<file path="config.mk">
export PLATFORM = sky130hd
export DESIGN_NAME = bfa_front
export DESIGN_NICKNAME = d
export VERILOG_FILES = /design/src/sv/bfa_pkg.sv /design/src/sv/bfa_front.sv
export SDC_FILE = /design/constraint.sdc
export NUM_CORES = 1
export LEC_CHECK = 0
export BUFFER_PORTS_ARGS = -buffer_cell sky130_fd_sc_hd__buf_2
export CAP_MARGIN = 5
export CORE_MARGIN = 5
export CORE_UTILIZATION = 57
export CTS_BUF_LIST = sky130_fd_sc_hd__clkbuf_4
export CTS_CLUSTER_SIZE = 20
export DETAILED_ROUTE_END_ITERATION = 16
export PLACE_DENSITY = 0.95
export RECOVER_POWER = 50
export SLEW_MARGIN = 20
export SYNTH_ARGS = -nofsm -noshare
export SYNTH_HDL_FRONTEND = slang
export SYNTH_SLANG_ARGS = --single-unit
</file>
<file path="constraint.sdc">
create_clock -name clk -period 3.02 [get_ports clk]
set_clock_uncertainty 0.2 [all_clocks]
set_input_delay 0 -clock clk [delete_from_list [all_inputs] [get_ports clk]]
set_output_delay 0 -clock clk [all_outputs]
set_load 0.01 [all_outputs]
</file>
<file path="src/sv/bfa_pkg.sv">
package bfa_pkg;

  localparam int FRAME_COUNT_DEF = 8192;
  localparam int COUNT_WIDTH_DEF = 8;

  localparam int FRAME_W  = 13;
  localparam int KIND_W   = 2;
  localparam int STATUS_W = 2;
  localparam int FREE_W   = 14;

  localparam logic [KIND_W-1:0] KIND_FIND   = 2'd0;
  localparam logic [KIND_W-1:0] KIND_REF    = 2'd1;
  localparam logic [KIND_W-1:0] KIND_REL    = 2'd2;
  localparam logic [KIND_W-1:0] KIND_UNUSED = 2'd3;

  localparam logic [STATUS_W-1:0] ST_OK      = 2'd0;
  localparam logic [STATUS_W-1:0] ST_NO_FREE = 2'd1;
  localparam logic [STATUS_W-1:0] ST_UNREF   = 2'd2;

  typedef enum logic [1:0] {
    OP_FIND,
    OP_REF,
    OP_REL,
    OP_NOP
  } op_t;

  typedef struct packed {
    op_t                op;
    logic [FRAME_W-1:0] frame;
  } cmd_t;

endpackage

</file>
<file path="src/sv/bfa_front.sv">
module bfa_front #(
  parameter int FRAME_COUNT = bfa_pkg::FRAME_COUNT_DEF
) (
  input  logic                         clk,
  input  logic                         rst_n,
  input  logic                         in_valid,
  output logic                         in_ready,
  input  logic [bfa_pkg::KIND_W-1:0]   in_kind,
  input  logic [bfa_pkg::FRAME_W-1:0]  in_frame_index,
  output logic                         q_valid,
  output bfa_pkg::cmd_t                q_cmd,
  input  logic                         q_pop
);

  bfa_pkg::cmd_t q_mem_r [2];
  logic          wr_ptr_r;
  logic          rd_ptr_r;
  logic [1:0]    cnt_r;
  bfa_pkg::cmd_t cls;
  logic          in_range;
  logic          push;

  assign in_range = 17'(in_frame_index) < 17'(FRAME_COUNT);

  always_comb begin
    cls.frame = in_frame_index;
    cls.op    = bfa_pkg::OP_NOP;
    unique case (in_kind)
      bfa_pkg::KIND_FIND: cls.op = bfa_pkg::OP_FIND;
      bfa_pkg::KIND_REF:  cls.op = in_range ? bfa_pkg::OP_REF : bfa_pkg::OP_NOP;
      bfa_pkg::KIND_REL:  cls.op = in_range ? bfa_pkg::OP_REL : bfa_pkg::OP_NOP;
      default:            cls.op = bfa_pkg::OP_NOP;
    endcase
  end

  assign in_ready = (cnt_r != 2'd2);
  assign push     = in_valid && in_ready;
  assign q_valid  = (cnt_r != 2'd0);
  assign q_cmd    = q_mem_r[rd_ptr_r];

  always_ff @(posedge clk) begin
    if (push) begin
      q_mem_r[wr_ptr_r] <= cls;
    end
    if (!rst_n) begin
      wr_ptr_r <= 1'b0;
      rd_ptr_r <= 1'b0;
      cnt_r    <= 2'd0;
    end else begin
      if (push) begin
        wr_ptr_r <= ~wr_ptr_r;
      end
      if (q_pop) begin
        rd_ptr_r <= ~rd_ptr_r;
      end
      cnt_r <= cnt_r + 2'(push) - 2'(q_pop);
    end
  end

endmodule

</file>
==> results.yml, run 1 <==
place:
  place_hpwl_um: 1635
  dp_cells: 136
  io_buffers: 35
  gp_congestion: 0.6706
clock_tree:
  clk_path_buf_depth: 2
  cts_sinks: 35
  cts_root_buffer: "clkbuf_4"
  clk_latency_ns: 0.32
  htreeDepth: 2
  cts_tree: "done"
  cts_buffers: 5
  post_cts_buffers: 0
  clk_pin_slew_ns: 0.09
power:
  pwr-share-seq: 0.599
  peakVddDrop_mv: 0.4846
  p_clk_frac: 0.226
  pwr-share-comb: 0.175
  internal_power_uw: 761.9
  p_total_uw: 999.4
  power.density_nw_per_um2: 564.1
  p_leak_uw: 0.0006692
  swShare: 0.2376
  p_sw_uw: 237.5
layout:
  drive_gt1_frac: 0.3333
  instances_no_fill: 163
  antenna_cells: 0
  syn_to_final_growth_pct: 30.63
  finalNetCount: 154
global_routing:
  grt_antenna_before_repair: 0
  grt.overflow.total: 0
  grt_util_all_layers: 0.1666
  first_global_vias: 868
  grt_max_degree: 16
  grt_pass1_wl_um: 3974
detailed_routing:
  vias: 827
  ant_nets: 0
  wl_um: 2431
  drt_iter0_drc: 18
  vias_per_cell: 5.074
  drc_errors: 0
  avgRoutedWirePerCell_um: 14.91
  dr.pass1.iters: 4
setup_path:
  critPathCaptureType: "flip-flop"
  critPathKind: "flip-flop to flip-flop"
  cp.required_ns: 3.04
  critPathArrivalTime_ns: 2.12
  crit_fanout: 5
  ff2ff_path_depth: 6
  startpoint_type: "flip-flop"
logic_synthesis:
  ys_async_sr_fraction: 0
  postSynthAreaPerCell_um2: 17.61
  synth_ff_type: "edfxtp_1"
  ys_types: 24
  syn_inst: 77
  ys_seq_area_frac: 0.7380
  syn_nets: 97
  ys_seq_elements: 35
  synth-edff-count: 30
  yosysWarningCount: 0
  syn_area_um2: 1356
timing:
  max-slew-margin-rel: 0.5469
  fin_setup_tns_ns: 0
  rsz0062_at_grt: "no"
  worst_slew_pin_slew_ns: 0.6797
  setup-violations-final: 0
  maxSlewViolCount: 0
  finalCritPeriodShare: 0.6949
  fmax_mhz: 476.5
  whs_ns: 0.1974
  final_hold_viol_count: 0
  final.min_clock_period_ns: 2.099
die:
  core_um2: 2233
  die_h_um: 58.78
  rows: 17
  die_w_um: 58.78
  pin_count: 36
  start_util: 0.6073
  die_area_um2: 3455
hold_path:
  hp-class: "input port to flip-flop"
  min_path_cells: 2
run:
  cap_violations: 0
run_status:
  status: "finished, final reports clean"
-- per-stage QoR --
stage | setup slack, ns | area (um2) | util
5_1_grt | 0.8100 | 1772 | 0.7933
3_5_place_dp | 1.227 | 1546 | 0.6924
2_1_floorplan | 1.333 | 1356 | -
6_report | 0.9213 | 1772 | 0.7933
3_3_place_gp | 1.320 | 1546 | 0.6924
4_1_cts | 0.9193 | 1789 | 0.8011
-- sequential cells by signal, summed over array words and instances, names as in the netlist, named ones only --
register,flops
rd_ptr_r,1
q_mem_r,30
wr_ptr_r,1
cnt_r,2
-- layer usage --
layer	wire [um]	vias up	global-route usage
li1	-	403	-
met4	44	0	0.07767
met1	861	389	0.1674
met5	0	-	0
met3	150	5	0.06140
met2	1375	30	0.3013
-- cells in the mapped netlist, types with 2 or more instances --
| cell type | count | share of area |
|---|---|---|
| mux2_2 | 15 | 0.12 |
| dfxtp_1 | 5 | 0.074 |
| nand2_1 | 2 | 0.0055 |
| and2_1 | 3 | 0.014 |
| inv_1 | 2 | 0.0055 |
| clkbuf_1 | 2 | 0.0055 |
| edfxtp_1 | 30 | 0.66 |
| nand3b_1 | 2 | 0.011 |
-- worst paths after layout --
check | from | endpoint | slack, ns
worst max register to register | cnt_r[0] | cnt_r[0] | 0.92
worst min-delay path | in_frame_index[1] | q_mem_r[0][1] | 0.20
worst max-delay path | cnt_r[0] | cnt_r[0] | 0.92
worst min register to register | wr_ptr_r | wr_ptr_r | 0.38
-- kinds of logic after synthesis --
family                     share of synthesized area
AOI/OAI and AO/OA                            0.03322
xor gates and xnor gates                     0.01292
adders and majority gates                   0.009224
buffers and inverters                        0.02030
DFF                                           0.7380
muxes                                         0.1319
and+or+nand+nor                              0.05443
-- placed cells by master (no fill, tap or decap), drive strengths merged --
| master | netlist | routed |
|---|---|---|
| nand3b | 2 | 2 |
| a211o | 1 | 1 |
| buf | 2 | 20 |
| clkinv | 0 | 2 |
| a21boi | 2 | 2 |
| ha | 1 | 1 |
| or2 | 1 | 1 |
| xnor2 | 1 | 1 |
| a21bo | 1 | 1 |
| dlygate4sd3 | 0 | 19 |
| nand2 | 2 | 2 |
| mux2 | 15 | 15 |
| a211oi | 1 | 1 |
| clkbuf | 2 | 21 |
| edfxtp | 30 | 30 |
| and3 | 1 | 1 |
| inv | 2 | 2 |
| nor4b | 1 | 1 |
| and2 | 3 | 3 |
| nand2b | 1 | 1 |
| xor2 | 1 | 1 |
| mux2i | 1 | 1 |
| dfxtp | 5 | 5 |
| nand3 | 1 | 1 |
-- power by group through the flow --
| stage | clock, uW | combinational [uW] | sequential (uW) |
|---|---|---|---|
| after floorplan | 0 | 106 | 597 |
| after global placement | 0 | 151 | 605 |
| after detailed placement | 0 | 158 | 610 |
| after CTS | 236 | 182 | 600 |
| after global routing | 256 | 193 | 605 |
| final | 226 | 175 | 598 |
-- final cells by class --
cell class | count | area (um2)
sequential | 35 | 1001
fill | 148 | 461.7
timing repair buffer | 54 | 347.8
multi-input combinational | 36 | 327.8
clock buffer | 6 | 45.04
tap | 28 | 35.03
clock inverter | 2 | 7.507
inverter | 2 | 7.507
-- critical path, stage by stage (launching register included) --
cell	delay [ns]
dfxtp_1	0.39
nand2b_1	0.21
nand2_1	0.09
xnor2_1	0.16
ha_1	0.24
and2_1	0.15
dlygate4sd3_1	0.55
-- repair_timing --
item	4_1_cts	5_1_grt
gates resized for setup	0	0
hold buffers	19	0
endpoints found under the setup margin	0	0
endpoints found under the hold margin	35	0
Note: power is estimated with default switching activity, not from simulation.
==> inputs of run 2 (changes only) <==
- CORE_UTILIZATION: 57 -> 48
- PLACE_DENSITY: 0.95 -> 0.88
- clock period: 3.02 -> 1.9 ns (I/O delays scaled with it)
==> run 2 against run 1 <==
Effect of this change:
- design area increased by 2.3%
- sequential power increased by 58%
- utilization decreased by 13 points
- clock power up 69%
- power grew 63%
- via count increased by 1.9%
- combinational power is 74% higher
- die area up 15%
- clock-buffer cell count is the same
- worst setup slack worse by 0.79 ns
- non-clock buffer count grew 2
- critical path type is now flip-flop to output pin
- largest cell class unchanged
- largest power group unchanged
- highest routed layer unchanged
==> results.yml, run 2 (synthesis results as in run 1) <==
clock_tree:
  clk_path_buf_depth: 2
  cts_sinks: 35
  clk_pin_slew_ns: 0.10
  cts_tree: "done"
  cts_buffers: 5
  post_cts_buffers: 0
  htreeDepth: 2
  cts_root_buffer: "clkbuf_4"
  clk_latency_ns: 0.33
die:
  core_um2: 2734
  die_w_um: 63.16
  rows: 19
  start_util: 0.4961
  die_h_um: 63.16
  die_area_um2: 3989
  pin_count: 36
layout:
  post-route-util: 0.6627
  largest_register_ffs: 30
  drive_gt1_frac: 0.4088
  final_common_cell: "edfxtp_1"
  syn_to_final_growth_pct: 33.58
  instances_no_fill: 168
  top_regs: "q_mem_r (30), cnt_r (2)"
  antenna_cells: 0
  largest_register: "q_mem_r"
  most-common-layout-cells: "edfxtp_1, buf_2, dlygate4sd3_1"
  finalNetCount: 156
detailed_routing:
  vias: 843
  wl_um: 2601
  dr.pass1.iters: 3
  drt_iter0_drc: 18
  drc_errors: 0
  ant_nets: 0
  vias_per_cell: 5.018
  avgRoutedWirePerCell_um: 15.48
global_routing:
  grt_pass1_wl_um: 4388
  grt_antenna_before_repair: 0
  first_global_vias: 908
  grtUsageMet1: 0.1535
  grt.overflow.total: 0
  grtUsageMet3: 0.06927
  grt.busiest_layer: "met2"
  grt_util_all_layers: 0.1471
  grt_max_degree: 16
  use_met2: 0.2538
power:
  power.density_nw_per_um2: 897.9
  p_leak_uw: 0.0007008
  peakVddDrop_mv: 0.8062
  p_total_uw: 1627
setup_path:
  critPathArrivalTime_ns: 1.57
  startpoint_type: "flip-flop"
  slowest_stage: "dfxtp_1"
  critPathCaptureType: "output pin"
  reg2reg_setup_slack_ns: 0.14
  crit_fanout: 10
  cp.required_ns: 1.70
  timing.rr.start: "cnt_r[0]"
  reg2reg_to: "cnt_r[1]"
  cp_cell_sequence: "buf_4 > mux2_2 > buf_2"
  max_stage_delay_ns: 0.48
  ff2ff_path_depth: 7
  cp-endpoint: "q_cmd[4]"
  critPathKind: "flip-flop to output pin"
hold_path:
  hp-class: "input port to flip-flop"
  min_path_cells: 2
  holdCritStartpoint: "in_kind[0]"
timing:
  max-slew-margin-rel: 0.8220
  fmax_mhz: 566.1
  setup-violations-final: 0
  worst_slew_pin_slew_ns: 0.2666
  setup_slack_ns: 0.1337
  maxSlewViolCount: 0
  final_hold_viol_count: 0
  final.min_clock_period_ns: 1.766
  finalCritPeriodShare: 0.9297
place:
  place_hpwl_um: 1580
  io_buffers: 35
  gp_congestion: 0.6180
  dp_cells: 142
  dpl_worst_slack_ns: 0.1286
run:
  cap_violations: 0
run_status:
  status: "finished, final reports clean"
## run 2: cell count changes in the layout (fill, tap and decap cells not counted), sizes merged
cell / delta
buf: +10
clkbuf: -7
dlygate4sd3: -1
## run 2: worst min path at each step
stage	to	slack [ns]
finish	q_mem_r[0][13]	0.19
detailed placement	q_mem_r[0][8]	-0.008
floorplan	q_mem_r[0][0]	-0.10
global placement	q_mem_r[1][3]	-0.01
global route	q_mem_r[1][8]	0.17
CTS	q_mem_r[1][3]	0.17
## run 2: where the power goes
group / switching, uW / internal (uW)
Sequential: 29.1 / 913
Combinational: 144 / 160
Clock: 230 / 151
Total: 403 / 1220
## run 2: critical path, delay by kind of cell, from the launching register on
kind	cells	cell delay [ns]
buf+inv	2	0.39
flops	1	0.48
mux	1	0.36
## run 2: layer usage
metal / up-vias / wire length (um)
li1: 411 / -
met1: 395 / 1004
met2: 31 / 1351
met3: 6 / 208
met4: 0 / 38
met5: - / 0
## run 2: area by class of cell
class | instances | area (um2)
Fill cell | 193 | 922.1
Multi-Input combinational cell | 36 | 330.3
Clock inverter | 2 | 7.507
Inverter | 2 | 7.507
Timing Repair Buffer | 56 | 381.6
Clock buffer | 6 | 45.04
Sequential cell | 35 | 1001
Tap cell | 31 | 38.79
## run 2: timing repair
| item | 4_1_cts | 5_1_grt |
|---|---|---|
| endpoints found under the setup margin | 0 | 1 |
| hold endpoints to repair | 35 | 0 |
| hold buffers | 18 | 0 |
| gates resized for setup | 0 | 1 |
## run 2: stage by stage
| stage | hold WS (ns) | instance area, um2 | TNS [ns] |
|---|---|---|---|
| after floorplan | -0.1011 | 1356 | 0 |
| after global placement | -0.01146 | 1585 | 0 |
| after detailed placement | -0.008319 | 1585 | 0 |
| after CTS | 0.1653 | 1818 | 0 |
| after global routing | 0.1672 | 1812 | -0.006600 |
| final | 0.1873 | 1812 | 0 |
==> inputs of run 3 (changes only) <==
- BUFFER_PORTS_ARGS: -buffer_cell sky130_fd_sc_hd__buf_2 -> -buffer_cell sky130_fd_sc_hd__buf_4
==> run 3 against run 2 <==
Effect of this change:
- die area is the same
- sequential share of layout area shrank 2.4 points
- routed wire length shrank 7.6%
- design area grew 4.8%
- utilization grew 3.2 points
- flip-flop and latch count is the same
- worst setup slack gained 0.034 ns
- critical path depth grew 4
- largest power group unchanged
==> results.yml, run 3 (synthesis results as in run 1) <==
run_status:
  status: "finished, final reports clean"
global_routing:
  grt_pass1_wl_um: 4367
  grt.busiest_layer: "met2"
  grtUsageMet3: 0.06217
  grt_max_degree: 16
  use_met2: 0.2346
  grt_util_all_layers: 0.1423
  grt_antenna_before_repair: 0
  first_global_vias: 938
  grt.overflow.total: 0
  grtUsageMet1: 0.1573
layout:
  syn_to_final_growth_pct: 39.94
  final_common_cell: "edfxtp_1"
  top_regs: "q_mem_r (30), cnt_r (2)"
  finalNetCount: 156
  antenna_cells: 0
  largest_register: "q_mem_r"
  final_area_um2: 1898
  drive_gt1_frac: 0.4526
  most-common-layout-cells: "edfxtp_1, clkbuf_4, dlygate4sd3_1"
  largest_register_ffs: 30
clock_tree:
  clk_latency_ns: 0.33
  cts_root_buffer: "clkbuf_4"
  cts_sinks: 35
  cts_buffers: 5
  clk_path_buf_depth: 2
  clk_pin_slew_ns: 0.10
  htreeDepth: 2
  post_cts_buffers: 0
  cts_tree: "done"
die:
  rows: 19
  start_util: 0.4961
  pin_count: 36
  die_w_um: 63.16
  core_um2: 2734
  die_h_um: 63.16
  die_area_um2: 3989
place:
  placed_cell_area_um2: 1673
  io_buffers: 35
  place_hpwl_um: 1613
  gp_congestion: 0.6376
timing:
  rsz0062_at_grt: "no"
  setup-violations-final: 0
  worst_slew_pin_slew_ns: 0.3986
  fmax_mhz: 577.3
  final.min_clock_period_ns: 1.732
  final_hold_viol_count: 0
  maxSlewViolCount: 0
  fin_setup_tns_ns: 0
  max-slew-margin-rel: 0.7343
  finalCritPeriodShare: 0.9118
power:
  pwr-share-seq: 0.561
  pwr-share-comb: 0.198
  internal_power_uw: 1271
  p_leak_uw: 0.0007330
  p_sw_uw: 404.1
  swShare: 0.2412
  peakVddDrop_mv: 0.6630
  p_clk_frac: 0.241
  power.density_nw_per_um2: 882.7
setup_path:
  timing.rr.start: "cnt_r[0]"
  cp.required_ns: 1.92
  crit_path_start: "cnt_r[0]"
  crit_fanout: 5
  critPathCaptureType: "flip-flop"
  startpoint_type: "flip-flop"
  critPathKind: "flip-flop to flip-flop"
  reg2reg_setup_slack_ns: 0.17
  critPathArrivalTime_ns: 1.76
hold_path:
  hp-class: "input port to flip-flop"
  holdCritStartpoint: "in_frame_index[3]"
detailed_routing:
  dr.pass1.iters: 4
  wl_um: 2403
  avgRoutedWirePerCell_um: 14.30
  drc_errors: 0
  drt_iter0_drc: 24
  vias_per_cell: 4.905
  vias: 824
  ant_nets: 0
run:
  cap_violations: 0
==> run 3: cell count changes in the layout (fill, tap and decap cells not counted), moves of 2 or more <==
cell      change
buf_2        -27
clkbuf_4     +15
buf_4        +14
clkinv_1      -2
==> run 3: worst max-delay path: stages (launching register included) <==
cell	delay, ns
dfxtp_1	0.39
nand2b_2	0.19
nand2_1	0.07
xnor2_1	0.15
ha_2	0.23
nand3b_1	0.11
mux2i_1	0.06
a211o_1	0.22
==> run 3: repair_timing <==
action / in CTS / in global routing
hold buffers: 18 / 0
endpoints found under the setup margin: 0 / 1
resized for setup: 0 / 4
hold endpoints to repair: 35 / 0
==> run 3: per-stage QoR <==
step           cells  setup slack, ns  power, uW  hold slack (ns)  utilization
6_report         168           0.1677       1675           0.2143       0.6943
5_1_grt          168          0.05490       1768           0.2060       0.6943
4_1_cts          168           0.1124       1709           0.1775       0.6989
3_5_place_dp     142           0.1239       1279         -0.01235       0.6119
3_3_place_gp     142           0.2605       1261         -0.01416       0.6119
2_1_floorplan     77           0.2133       1116          -0.1011            -
==> run 3: cell type report <==
class / instances / area (um2)
flip-flops and latches: 35 / 1002
fillers: 193 / 835.8
clock inverters: 1 / 5.005
repair buffers: 56 / 452.9
inverters: 2 / 7.507
multi-input cells: 36 / 339.1
well taps: 31 / 38.79
clock buffers: 7 / 52.55
==> run 3: layer usage <==
| metal | vias up | share of wire |
|---|---|---|
| li1 | 406 | - |
| met1 | 382 | 0.39 |
| met2 | 31 | 0.50 |
| met3 | 5 | 0.085 |
| met4 | 0 | 0.015 |
| met5 | - | 0 |
==> run 3: worst paths after layout <==
check / end / depth (start not counted)
worst max-delay path: cnt_r[1] / 7
worst min-delay path: q_mem_r[0][3] / 2
worst max register to register: cnt_r[1] / 7
worst min register to register: wr_ptr_r / 2
==> run 3: power by group through the flow <==
stage	Clock, uW	Combinational [uW]	Sequential [uW]
after CTS	417	353	939
after floorplan	0	168	948
after global placement	0	310	951
final	403	332	940
after global routing	450	369	949
after detailed placement	0	322	956
